<file path="config.mk">
export PLATFORM = sky130hd
export DESIGN_NAME = midpoint_ellipse_rasterizer_unit
export DESIGN_NICKNAME = d
export VERILOG_FILES = /design/src/rtl/mere_pkg.sv /design/src/rtl/mere_alu.sv /design/src/rtl/midpoint_ellipse_rasterizer_unit.sv
export SDC_FILE = /design/constraint.sdc
export NUM_CORES = 2
export LEC_CHECK = 0
export ABC_AREA = 1
export BUFFER_PORTS_ARGS = -buffer_cell sky130_fd_sc_hd__buf_2
export CAP_MARGIN = 40
export CORE_ASPECT_RATIO = 0.5
export CORE_MARGIN = 8
export CORE_UTILIZATION = 55
export DETAILED_ROUTE_END_ITERATION = 12
export HOLD_SLACK_MARGIN = 0.12
export PLACE_DENSITY = 0.71
export SYNTH_ARGS = -nofsm -noshare
export SYNTH_HDL_FRONTEND = slang
export SYNTH_SLANG_ARGS = --single-unit
</file>
<file path="constraint.sdc">
create_clock -name clk -period 13 [get_ports clk]
set_input_delay 1.3 -clock clk [delete_from_list [all_inputs] [get_ports clk]]
set_output_delay 1.3 -clock clk [all_outputs]
set_load 0.005 [all_outputs]
</file>
<file path="src/rtl/mere_pkg.sv">
// Shared types and constants for the midpoint ellipse rasterizer.
// Used by the shared arithmetic unit and the top level; no dependencies.
package mere_pkg;

	localparam int RADIUS_BITS_DEF = 8;
	localparam int COORD_BITS_DEF  = 12;

	localparam int RADIUS_IN_BITS = 8;
	localparam int CENTER_BITS    = 11;
	localparam int ORIGIN_BITS    = 10;
	localparam int COLOR_BITS     = 4;
	localparam int CFG_INDEX_BITS = 2;
	localparam int CFG_DATA_BITS  = 10;

	localparam logic [CFG_INDEX_BITS-1:0] CFG_ORIGIN_X   = 2'd0;
	localparam logic [CFG_INDEX_BITS-1:0] CFG_ORIGIN_Y   = 2'd1;
	localparam logic [CFG_INDEX_BITS-1:0] CFG_PLOT_COLOR = 2'd2;

	localparam logic [ORIGIN_BITS-1:0] ORIGIN_X_RESET   = 10'd320;
	localparam logic [ORIGIN_BITS-1:0] ORIGIN_Y_RESET   = 10'd240;
	localparam logic [COLOR_BITS-1:0]  PLOT_COLOR_RESET = 4'd9;

	localparam logic OP_START = 1'b0;
	localparam logic OP_STEP  = 1'b1;

	typedef enum logic [1:0] {
		ALU_ADD,
		ALU_SUB,
		ALU_MUL
	} alu_op_t;

endpackage

</file>
<file path="src/rtl/mere_alu.sv">
// Shared arithmetic unit of the ellipse rasterizer: add, subtract, signed multiply.
// Depends on mere_pkg for the operation codes.
module mere_alu
	import mere_pkg::*;
#(
	parameter int RADIUS_BITS = RADIUS_BITS_DEF
) (
	input  alu_op_t                        op,
	input  logic signed [4*RADIUS_BITS+7:0] a,
	input  logic signed [4*RADIUS_BITS+7:0] b,
	output logic signed [4*RADIUS_BITS+7:0] y
);

	localparam int MA = 2 * RADIUS_BITS + 7;
	localparam int MB = 2 * RADIUS_BITS + 1;

	logic signed [MA-1:0] mul_a;
	logic signed [MB-1:0] mul_b;

	assign mul_a = a[MA-1:0];
	assign mul_b = b[MB-1:0];

	always_comb begin
		unique case (op)
			ALU_ADD: y = a + b;
			ALU_SUB: y = a - b;
			ALU_MUL: y = mul_a * mul_b;
			default: y = a;
		endcase
	end

endmodule

</file>
<file path="src/rtl/midpoint_ellipse_rasterizer_unit.sv">
// Top level of the midpoint ellipse rasterizer: sequencer, state and pixel output register.
// Depends on mere_pkg and mere_alu.

// A start beat loads the centre and radii and keeps the input stalled through the setup
// states, and through the region 2 setup as well when region 1 is left at once, using the
// shared add, subtract or multiply once per cycle. A step beat runs its region's arithmetic
// states, then the region 2 setup when the step leaves region 1, the end state that
// settles the end flag and its four pixel beats, which wait while the output stalls. The
// sequencer uses the single shared arithmetic unit in turn. The last pixel of a step may
// wait in the output register while the next input beat is taken.
module midpoint_ellipse_rasterizer_unit
	import mere_pkg::*;
#(
	parameter int RADIUS_BITS = RADIUS_BITS_DEF,
	parameter int COORD_BITS  = COORD_BITS_DEF
) (
	input  logic                             clk,
	input  logic                             arst_n,
	input  logic                             cfg_write_enable,
	input  logic [CFG_INDEX_BITS-1:0]        cfg_index,
	input  logic [CFG_DATA_BITS-1:0]         cfg_data,
	input  logic                             in_valid,
	output logic                             in_stall,
	input  logic                             operation,
	input  logic signed [CENTER_BITS-1:0]    center_x,
	input  logic signed [CENTER_BITS-1:0]    center_y,
	input  logic [RADIUS_IN_BITS-1:0]        radius_x,
	input  logic [RADIUS_IN_BITS-1:0]        radius_y,
	output logic                             out_valid,
	input  logic                             out_stall,
	output logic signed [COORD_BITS-1:0]     pixel_x,
	output logic signed [COORD_BITS-1:0]     pixel_y,
	output logic [COLOR_BITS-1:0]            color,
	output logic                             last_of_step,
	output logic                             ellipse_done
);

	localparam int R   = RADIUS_BITS;
	localparam int DW  = 4 * R + 8;
	localparam int SQW = 2 * R;
	localparam int XW  = R + 2;
	localparam int YW  = R + 2;
	localparam int CW  = COORD_BITS;
	localparam int RIN = (R < RADIUS_IN_BITS) ? R : RADIUS_IN_BITS;

	typedef enum logic [1:0] {
		R_IDLE,
		R_ONE,
		R_TWO
	} region_t;

	typedef enum logic [4:0] {
		S_IDLE,
		S_RX2, S_RY2, S_T, S_D0, S_D1,
		S_CHK,
		S_A, S_P1, S_B, S_P2, S_ACC1, S_P3, S_ACC2, S_DIV,
		S1_PX, S1_D1, S1_D2, S1_PY, S1_D3,
		S2_PY, S2_D1, S2_D2, S2_PX, S2_D3,
		S_END, S_PIX
	} state_t;

	state_t                   state_q;
	region_t                  region_q;
	logic                     step_q;
	logic                     done_q;
	logic [1:0]               pix_k_q;
	logic [ORIGIN_BITS-1:0]   origin_x_q;
	logic [ORIGIN_BITS-1:0]   origin_y_q;
	logic [COLOR_BITS-1:0]    plot_color_q;

	logic signed [CENTER_BITS-1:0] cx_q;
	logic signed [CENTER_BITS-1:0] cy_q;
	logic [R-1:0]             rx_q;
	logic [R-1:0]             ry_q;
	logic [SQW-1:0]           rx2_q;
	logic [SQW-1:0]           ry2_q;
	logic [XW-1:0]            x_q;
	logic signed [YW-1:0]     y_q;
	logic [XW-1:0]            xo_q;
	logic signed [YW-1:0]     yo_q;
	logic signed [DW-1:0]     d_q;
	logic signed [DW-1:0]     px_q;
	logic signed [DW-1:0]     py_q;
	logic signed [DW-1:0]     tmp_q;
	logic                     dneg_q;
	logic                     dpos_q;

	logic                     accept;
	logic                     start_acc;
	logic                     step_acc;
	logic                     out_free;
	alu_op_t                  alu_op;
	logic signed [DW-1:0]     alu_a;
	logic signed [DW-1:0]     alu_b;
	logic signed [DW-1:0]     alu_y;
	logic signed [DW-1:0]     rx_e;
	logic signed [DW-1:0]     ry_e;
	logic signed [DW-1:0]     rx2_e;
	logic signed [DW-1:0]     ry2_e;
	logic signed [DW-1:0]     a_e;
	logic signed [DW-1:0]     b_e;
	logic signed [YW:0]       b_w;
	logic signed [DW-1:0]     two_rx2;
	logic signed [DW-1:0]     two_ry2;
	logic signed [DW-1:0]     div_bias;
	logic [R-1:0]             rx_in;
	logic [R-1:0]             ry_in;
	logic signed [CW-1:0]     base_x;
	logic signed [CW-1:0]     base_y;
	logic signed [CW-1:0]     off_x;
	logic signed [CW-1:0]     off_y;
	logic signed [CW-1:0]     pix_x;
	logic signed [CW-1:0]     pix_y;

	assign in_stall  = (state_q != S_IDLE);
	assign accept    = in_valid && !in_stall;
	assign start_acc = accept && (operation == OP_START);
	assign step_acc  = accept && (operation == OP_STEP) && (region_q != R_IDLE);
	assign out_free  = !out_valid || !out_stall;

	assign rx_in = R'(radius_x[RIN-1:0]);
	assign ry_in = R'(radius_y[RIN-1:0]);

	assign rx_e     = DW'(rx_q);
	assign ry_e     = DW'(ry_q);
	assign rx2_e    = DW'(rx2_q);
	assign ry2_e    = DW'(ry2_q);
	assign two_rx2  = DW'({rx2_q, 1'b0});
	assign two_ry2  = DW'({ry2_q, 1'b0});
	assign a_e      = DW'({x_q, 1'b1});
	assign b_w      = (YW+1)'(y_q) - (YW+1)'(1);
	assign b_e      = DW'(b_w);
	assign div_bias = d_q[DW-1] ? DW'(3) : DW'(0);

	mere_alu #(
		.RADIUS_BITS(RADIUS_BITS)
	) u_alu (
		.op(alu_op),
		.a (alu_a),
		.b (alu_b),
		.y (alu_y)
	);

	always_comb begin
		alu_op = ALU_ADD;
		alu_a  = d_q;
		alu_b  = '0;
		unique case (state_q)
			S_RX2:  begin alu_op = ALU_MUL; alu_a = rx_e;  alu_b = rx_e; end
			S_RY2:  begin alu_op = ALU_MUL; alu_a = ry_e;  alu_b = ry_e; end
			S_T:    begin alu_op = ALU_MUL; alu_a = rx2_e; alu_b = ry_e; end
			S_D0:   begin alu_op = ALU_SUB; alu_a = ry2_e; alu_b = tmp_q; end
			S_D1:   begin alu_op = ALU_ADD; alu_a = d_q;   alu_b = DW'(rx2_q[SQW-1:2]); end
			S_CHK:  begin alu_op = ALU_SUB; alu_a = px_q;  alu_b = py_q; end
			S_A:    begin alu_op = ALU_MUL; alu_a = a_e;   alu_b = a_e; end
			S_P1:   begin alu_op = ALU_MUL; alu_a = tmp_q; alu_b = ry2_e; end
			S_B:    begin alu_op = ALU_MUL; alu_a = b_e;   alu_b = b_e; end
			S_P2:   begin alu_op = ALU_MUL; alu_a = tmp_q; alu_b = rx2_e; end
			S_ACC1: begin alu_op = ALU_ADD; alu_a = d_q;   alu_b = {tmp_q[DW-3:0], 2'b00}; end
			S_P3:   begin alu_op = ALU_MUL; alu_a = rx2_e; alu_b = ry2_e; end
			S_ACC2: begin alu_op = ALU_SUB; alu_a = d_q;   alu_b = {tmp_q[DW-3:0], 2'b00}; end
			S_DIV:  begin alu_op = ALU_ADD; alu_a = d_q;   alu_b = div_bias; end
			S1_PX:  begin alu_op = ALU_ADD; alu_a = px_q;  alu_b = two_ry2; end
			S1_D1:  begin alu_op = ALU_ADD; alu_a = d_q;   alu_b = px_q; end
			S1_D2:  begin alu_op = ALU_ADD; alu_a = d_q;   alu_b = ry2_e; end
			S1_PY:  begin alu_op = ALU_SUB; alu_a = py_q;  alu_b = two_rx2; end
			S1_D3:  begin alu_op = ALU_SUB; alu_a = d_q;   alu_b = py_q; end
			S2_PY:  begin alu_op = ALU_SUB; alu_a = py_q;  alu_b = two_rx2; end
			S2_D1:  begin alu_op = ALU_ADD; alu_a = d_q;   alu_b = rx2_e; end
			S2_D2:  begin alu_op = ALU_SUB; alu_a = d_q;   alu_b = py_q; end
			S2_PX:  begin alu_op = ALU_ADD; alu_a = px_q;  alu_b = two_ry2; end
			S2_D3:  begin alu_op = ALU_ADD; alu_a = d_q;   alu_b = px_q; end
			default: begin alu_op = ALU_ADD; alu_a = d_q; alu_b = '0; end
		endcase
	end

	always_comb begin
		base_x = CW'(origin_x_q) + CW'(cx_q);
		base_y = CW'(origin_y_q) - CW'(cy_q);
		off_x  = CW'(xo_q);
		off_y  = CW'(yo_q);
		pix_x  = pix_k_q[0] ? (base_x - off_x) : (base_x + off_x);
		pix_y  = ((pix_k_q == 2'd0) || (pix_k_q == 2'd3)) ? (base_y - off_y) : (base_y + off_y);
	end

	always_ff @(posedge clk or negedge arst_n) begin
		if (!arst_n) begin
			state_q      <= S_IDLE;
			region_q     <= R_IDLE;
			step_q       <= 1'b0;
			done_q       <= 1'b0;
			pix_k_q      <= 2'd0;
			origin_x_q   <= ORIGIN_X_RESET;
			origin_y_q   <= ORIGIN_Y_RESET;
			plot_color_q <= PLOT_COLOR_RESET;
			out_valid    <= 1'b0;
			pixel_x      <= '0;
			pixel_y      <= '0;
			color        <= '0;
			last_of_step <= 1'b0;
			ellipse_done <= 1'b0;
		end else begin
			if (cfg_write_enable) begin
				case (cfg_index)
					CFG_ORIGIN_X:   origin_x_q   <= cfg_data[ORIGIN_BITS-1:0];
					CFG_ORIGIN_Y:   origin_y_q   <= cfg_data[ORIGIN_BITS-1:0];
					CFG_PLOT_COLOR: plot_color_q <= cfg_data[COLOR_BITS-1:0];
					default: ;
				endcase
			end
			if (out_valid && !out_stall && (state_q != S_PIX)) begin
				out_valid <= 1'b0;
			end
			unique case (state_q)
				S_IDLE: begin
					if (start_acc) begin
						state_q  <= S_RX2;
						region_q <= R_ONE;
						step_q   <= 1'b0;
					end else if (step_acc) begin
						step_q  <= 1'b1;
						state_q <= (region_q == R_ONE) ? S1_PX : S2_PY;
					end
				end
				S_RX2:  state_q <= S_RY2;
				S_RY2:  state_q <= S_T;
				S_T:    state_q <= S_D0;
				S_D0:   state_q <= S_D1;
				S_D1:   state_q <= S_CHK;
				S_CHK: begin
					if (alu_y[DW-1]) begin
						state_q <= step_q ? S_END : S_IDLE;
					end else begin
						state_q <= S_A;
					end
				end
				S_A:    state_q <= S_P1;
				S_P1:   state_q <= S_B;
				S_B:    state_q <= S_P2;
				S_P2:   state_q <= S_ACC1;
				S_ACC1: state_q <= S_P3;
				S_P3:   state_q <= S_ACC2;
				S_ACC2: state_q <= S_DIV;
				S_DIV: begin
					region_q <= R_TWO;
					state_q  <= step_q ? S_END : S_IDLE;
				end
				S1_PX:  state_q <= S1_D1;
				S1_D1:  state_q <= S1_D2;
				S1_D2:  state_q <= dneg_q ? S_CHK : S1_PY;
				S1_PY:  state_q <= S1_D3;
				S1_D3:  state_q <= S_CHK;
				S2_PY:  state_q <= S2_D1;
				S2_D1:  state_q <= S2_D2;
				S2_D2:  state_q <= dpos_q ? S_END : S2_PX;
				S2_PX:  state_q <= S2_D3;
				S2_D3:  state_q <= S_END;
				S_END: begin
					done_q  <= (region_q == R_TWO) && y_q[YW-1];
					if ((region_q == R_TWO) && y_q[YW-1]) begin
						region_q <= R_IDLE;
					end
					pix_k_q <= 2'd0;
					state_q <= S_PIX;
				end
				S_PIX: begin
					if (out_free) begin
						out_valid    <= 1'b1;
						pixel_x      <= pix_x;
						pixel_y      <= pix_y;
						color        <= plot_color_q;
						last_of_step <= (pix_k_q == 2'd3);
						ellipse_done <= (pix_k_q == 2'd3) && done_q;
						pix_k_q      <= pix_k_q + 2'd1;
						if (pix_k_q == 2'd3) begin
							state_q <= S_IDLE;
						end
					end
				end
				default: state_q <= S_IDLE;
			endcase
		end
	end

	always_ff @(posedge clk) begin
		if (start_acc) begin
			cx_q <= center_x;
			cy_q <= center_y;
			rx_q <= rx_in;
			ry_q <= ry_in;
			x_q  <= '0;
			y_q  <= YW'(ry_in);
			px_q <= '0;
		end
		if (step_acc) begin
			xo_q   <= x_q;
			yo_q   <= y_q;
			dneg_q <= d_q[DW-1];
			dpos_q <= !d_q[DW-1] && (d_q != '0);
		end
		unique case (state_q)
			S_RX2:  rx2_q <= alu_y[SQW-1:0];
			S_RY2:  ry2_q <= alu_y[SQW-1:0];
			S_T:    tmp_q <= alu_y;
			S_D0:   d_q   <= alu_y;
			S_D1: begin
				d_q  <= alu_y;
				py_q <= {tmp_q[DW-2:0], 1'b0};
			end
			S_A:    tmp_q <= alu_y;
			S_P1:   d_q   <= alu_y;
			S_B:    tmp_q <= alu_y;
			S_P2:   tmp_q <= alu_y;
			S_ACC1: d_q   <= alu_y;
			S_P3:   tmp_q <= alu_y;
			S_ACC2: d_q   <= alu_y;
			S_DIV:  d_q   <= {{2{alu_y[DW-1]}}, alu_y[DW-1:2]};
			S1_PX: begin
				px_q <= alu_y;
				x_q  <= x_q + XW'(1);
			end
			S1_D1:  d_q <= alu_y;
			S1_D2:  d_q <= alu_y;
			S1_PY: begin
				py_q <= alu_y;
				y_q  <= y_q - YW'(1);
			end
			S1_D3:  d_q <= alu_y;
			S2_PY: begin
				py_q <= alu_y;
				y_q  <= y_q - YW'(1);
			end
			S2_D1:  d_q <= alu_y;
			S2_D2:  d_q <= alu_y;
			S2_PX: begin
				px_q <= alu_y;
				x_q  <= x_q + XW'(1);
			end
			S2_D3:  d_q <= alu_y;
			default: ;
		endcase
	end

	a_start_seq: assert property (@(posedge clk) disable iff (!arst_n)
		start_acc |=> (state_q == S_RX2) && (region_q == R_ONE))
		else $error("start beat did not enter the setup sequence");

	a_done_last: assert property (@(posedge clk) disable iff (!arst_n)
		out_valid && ellipse_done |-> last_of_step)
		else $error("ellipse end flagged on a pixel that does not end its step");

	a_mid_step: assert property (@(posedge clk) disable iff (!arst_n)
		out_valid && !last_of_step |-> (state_q == S_PIX))
		else $error("a step was left with pixels still to send");

	a_region_back: assert property (@(posedge clk) disable iff (!arst_n)
		($past(region_q) == R_TWO) && (region_q == R_ONE) |-> $past(start_acc))
		else $error("region 2 returned to region 1 without a start beat");

endmodule
</file>
Yosys cells after proc, flatten, opt, wreduce, memory -nomap -nowiden
Index checks and enable logic that the tools add are counted.

Shift-type cells: 0. $add $sub $neg: 12. Multiplexer cells: 35. Eq/ne operators: 39. Divide/modulo/power cells: 0. $mul: 1. Magnitude comparators: 0. Bitwise gates (word level): 1. Reductions and logical operators: 53.

Operators by type and width (count): one-hot mux 40 bit (14 select lines) (1); one-hot mux 40 bit (9 select lines) (1); one-hot mux 40 bit (2 select lines) (2); one-hot mux 5 bit (26 select lines) (1); one-hot mux 40 bit (3 select lines) (1); 2-to-1 mux 40 bit (2); equality test 5 bit, second input constant (11); adder 40 bit (1); equality test 5 x 4 -> 1 bit, second input constant (8); multiplier 23 x 17 -> 40 bit (1); 2-to-1 mux 10 bit (4); 2-to-1 mux 5 bit (8); nonzero test 40 bit (1); subtractor 40 bit (1); 2-to-1 mux 12 bit (2); equality test 5 x 3 -> 1 bit, second input constant (4); OR reduction 2 bit (9); nonzero test 2 bit (7); adder 11 x 11 -> 12 bit (1); adder 12 x 10 -> 12 bit (1); adder 12 x 11 -> 12 bit (1); AND reduction 2 bit (6); subtractor 11 x 11 -> 12 bit (1); subtractor 12 x 10 -> 12 bit (1); other kinds (31) (65).

Bits in read-only memories: 0. Register bits after elaboration: 338. Bits in latches: 0. Memories: 0. Output and inout port bits: 32. Word-level logic and storage cells: 171. RAM bits: 0. Input port bits: 56.

Longest topological paths before layout
Depth in word-level cells: 8. Mapped depth: 46. Gate-level depth less buffers: 44.

Cells and area by module
From an unflattened synthesis, not the netlist that was laid out.

Cells, all modules: 5249. Area total of the unflattened synthesis: 38983.6 µm².

By module, submodules not included: mere_alu (area an instance 20273.2 µm², cells each 3104, instances 1); midpoint_ellipse_rasterizer_unit (area an instance 18710.4 µm², cells each 2145, instances 1).

Least setup slack after synthesis
No wires, ideal clock.

Path kind: flip-flop to flip-flop. From: register state_q[3]. To: register py_q[32], data pin. Data arrival time: 8.095 ns. Path buffers: 2. Required time: 12.735 ns. Clock period less this slack: 8.360 ns. Path slack: 4.640 ns. Stages on the path, launching flop included: 41. Path through: dfrtp_1 -> nor2_2 -> nand2_2 -> nor2_2 -> inv_1 -> nand2_1 -> nor2_1 -> nand3_2 -> inv_2 -> nor2_1 -> buf_2 -> nand2_1 -> o21ai_1 -> clkbuf_1 -> nor2_1 -> fa_1 -> inv_1 -> fa_1 -> [5 not listed] -> fa_1 -> inv_1 -> ha_1 -> a21o_1 -> a21oi_1 -> a21boi_0 -> nand2_1 -> a21oi_1 -> o21ai_0 -> nand3_1 -> nand2_1 -> nand2_1 -> o211ai_1 -> or2_2 -> nand2_1 -> nand2_1 -> nand2_1 -> o21ai_0.

Longest elaborated chain between the ends: 6.

RTL lines: from (decl) (RTL line midpoint_ellipse_rasterizer_unit.sv:62) `state_t state_q;`; from (signal assigned) (RTL line midpoint_ellipse_rasterizer_unit.sv:222) `state_q <= (region_q == R_ONE) ? S1_PX : S2_PY;`; from (signal assigned) (RTL line midpoint_ellipse_rasterizer_unit.sv:232) `state_q <= step_q ? S_END : S_IDLE;`; from (signal assigned) (RTL line midpoint_ellipse_rasterizer_unit.sv:246) `state_q <= step_q ? S_END : S_IDLE;`; equality test 5 x 3 -> 1 bit, or another cell as far along (RTL line midpoint_ellipse_rasterizer_unit.sv:148) `unique case (state_q)`; OR reduction 3 bit (no line), or another cell as far along; one-hot mux 40 bit (14 select lines), or another cell as far along (RTL line midpoint_ellipse_rasterizer_unit.sv:148); multiplier 23 x 17 -> 40 bit, or another cell as far along (RTL line mere_alu.sv:27) `ALU_MUL: y = mul_a * mul_b;`; one-hot mux 40 bit (3 select lines) * (RTL line mere_alu.sv:24) `unique case (op)`; via alu_y[32] (RTL line midpoint_ellipse_rasterizer_unit.sv:95) `logic signed [DW-1:0] alu_y;`; one-hot mux 40 bit (2 select lines) * (RTL line midpoint_ellipse_rasterizer_unit.sv:301) `unique case (state_q)`; to (signal assigned) (RTL line midpoint_ellipse_rasterizer_unit.sv:308) `py_q <= {tmp_q[DW-2:0], 1'b0};`; to (signal assigned) (RTL line midpoint_ellipse_rasterizer_unit.sv:325) `py_q <= alu_y;`; to (signal assigned) (RTL line midpoint_ellipse_rasterizer_unit.sv:330) `py_q <= alu_y;`; to (decl) (RTL line midpoint_ellipse_rasterizer_unit.sv:83) `logic signed [DW-1:0] py_q;`.

Mark *: on every way through the listed nets, which the timed path passes. The rest lies on a longest branch. A chain may end at the register's enable or synchronous reset.

Final worst setup path
From: register state_q[2]. To: register py_q[36], data pin.

Same word-level chain as after synthesis.

==> results.toml <==
[outcome]
status = "finished clean"

[finish]
final_nets = 5149
layout_commonest_cell = "nand2_1"
drive_above_1_share_pct = 7.48
area_growth_pct = 7.63
n_fill_cell = 5849
n_antenna_cell = 0
final_cell_mix = "921 x nand2_1, 783 x inv_1, 561 x nor2_1"

[synthesis]
ys.flop_type = "edfxtp_1"
synth_edf_count = 272
yosysSeqAreaShare_pct = 27.2
async_flop_share_pct = 19.5
ys_types = 64
ys_ff_latch = 338
syn_avg_cell_area_sq_um = 8.06
syn_nets = 5105
synth_cells = 4473
synth_area_sq_mm = 0.0361
yosys_warnings = 0

[global_route]
grt_pass1_wl_um = 190000
grt_max_degree = 84
grt_use_total_pct = 33.2
grt_pass1_vias = 32200
antenna_found_initial = 1
gr-total-overflow = 0

[drt]
wl_um = 125000
via_per_inst = 5.91
met2_length_um = 53800
met3_length_um = 15500
drt_first_pass_iters = 8
ant_nets = 0
drc = 0
routed.top_layer = "met5"
via_count = 32100
drt-initial-drc-count = 4149
wl_met1_um = 50900
wl_per_cell_um = 23.0

[worst_setup_path]
slowest_delay_ns = 0.60
cp-start-kind = "flip-flop"
critPathArrivalTime_ns = 11.09
worstReg2RegStart = "state_q[2]$_DFFE_PN0P_"
worstPathMaxFanout = 42
path_class = "flip-flop to flip-flop"
critical_path.top_delay_family = "simple AND/OR/NAND/NOR gates"
required_ns = 13.27
end_kind = "flip-flop"
path_common_cell = "fa_1"
cp_slowest_cell = "nand2_1"
path_buf_inv = 7
critPathLaunch = "state_q[2]$_DFFE_PN0P_"

[clock_network]
post_cts_buffers = 0
cts.sinks = 338
cts_buffers = 38
clk_path_buf_depth = 3
cts.repair.resized = 0
ctsHoldBuffers = 0
clk_latency_ns = 0.56
cts.clk_slew.worst_paths_ns = 0.06
cts_tree = "yes"
clockRootBuffer = "clkbuf_16"
h-tree-depth = 2

[floorplanning]
start_util_pct = 55.6
rows = 66
die_h_um = 197
die_w_um = 378
core_sq_mm = 0.0649
io-pin-count = 88
die_area_sq_mm = 0.0745

[timing]
rsz0062_at_grt = "false"
finalCritPeriodShare_pct = 83.2
max_slew_margin_pct = 37.6
hold_violations = 0
fin_setup_tns_ns = 0
tightest_slew_ns = 0.927
timing.final.crit_period_ns = 10.82
finalSetupViolations = 0
final-max-slew-violation-count = 0
maxClockFrequency_ghz = 0.0924
fin_skew_ns = 0.0311

[run]
cap_violations = 0

[placement]
place_congestion = 1.00
dp_hpwl_um = 95900
io_buffers = 87

[min_path]
hold_path.class = "flip-flop to flip-flop"
min_from = "x_q[9]$_SDFFCE_PP0P_"
## worst paths after layout
kind                                        endpoint  slack, ns  depth (start not counted)
setup reg to reg                  py_q[36]$_DFFE_PP_       2.18                         34
max in group asynchronous     state_q[0]$_DFFE_PN0P_      11.45                          2
min in group asynchronous  origin_x_q[5]$_DFFE_PN0P_       0.96                          2
hold / removal                     xo_q[9]$_DFFE_PP_       0.46                          0
hold reg to reg                    xo_q[9]$_DFFE_PP_       0.46                          0
setup / recovery                  py_q[36]$_DFFE_PP_       2.18                         34
## cell type report
cell class	count	area (sq um)	share of cell area, %
clock inverters	23	236	0.609
inverters	816	3070	7.90
clock buffers	45	1010	2.60
well taps	884	1110	2.85
repair buffers	149	1000	2.59
multi-input cells	3174	22600	58.1
flip-flops and latches	338	9830	25.3
## Yosys cell counts (all sizes together), types with 2 or more instances
cell       n  area [sq um]
a2111oi    2          17.5
a211oi    11          82.6
a21boi     5          37.5
a21o      12          90.1
a21oi    219          1110
a221oi    31           272
a22oi     18           135
a31oi     17           106
and2       5          31.3
buf       54           310
clkbuf    91           342
clkinv     7          26.3
dfrtp     58          1450
dfstp      8           210
edfxtp   272          8170
fa       391          7830
ha       185          2310
inv      809          3040
nand2    941          3590
nand3    126           696
nand3b     6          48.8
nand4     47           294
nor2     586          2310
nor3      43           258
nor3b      3          22.5
nor4      20           125
o2111ai    4          35.0
o211ai     7          52.6
o21a       7          52.6
o21ai    318          1620
o21bai     9          67.6
o221ai     8          70.1
o22ai      7          43.8
o31ai      9          67.6
or2       21           131
xnor2     28           245
xor2      80           701
## stage by stage
stage               setup WS, ns  util (%)  instance area, sq um  instances  hold slack, ns
floorplan                   4.64         -                 36100       4473           0.426
global placement            2.13      57.6                 37400       5350           0.434
detailed placement          2.57      57.9                 37600       5360           0.434
CTS                         2.53      59.8                 38800       5428           0.466
global route                1.83      59.8                 38800       5429           0.477
finish                      2.18      59.8                 38800       5429           0.461
## state kept, by name (all words and copies together) (netlist names), 4 cells and up
register and flops:
yo_q 10, pixel_y 12, xo_q 10, pixel_x 12
rx_q 8, x_q 10, ry2_q 16, cx_q 11
color 4, px_q 40, py_q 40, ry_q 8
d_q 40, state_q 5, tmp_q 40, origin_y_q 10
cy_q 11, y_q 10, rx2_q 16, plot_color_q 4
origin_x_q 10
## per-layer routing
layer / track usage (%) / vias to the layer above
li1: - / 14300
met1: 45.8 / 15600
met2: 51.3 / 1920
met3: 8.41 / 284
met4: 10.9 / 2
met5: 0 / -
## kinds of logic after synthesis
logic type      count (synthesis)  synth area share, %
simple gates                 1800                 20.9
buf+inv                       961                 10.3
compound gates                690                 10.9
fa+ha+maj                     576                 28.1
flops                         338                 27.2
xor+xnor                      108                 2.62
Power is not shown: default switching activity piles up to over one toggle a cycle in this logic, so the estimate is an artifact.
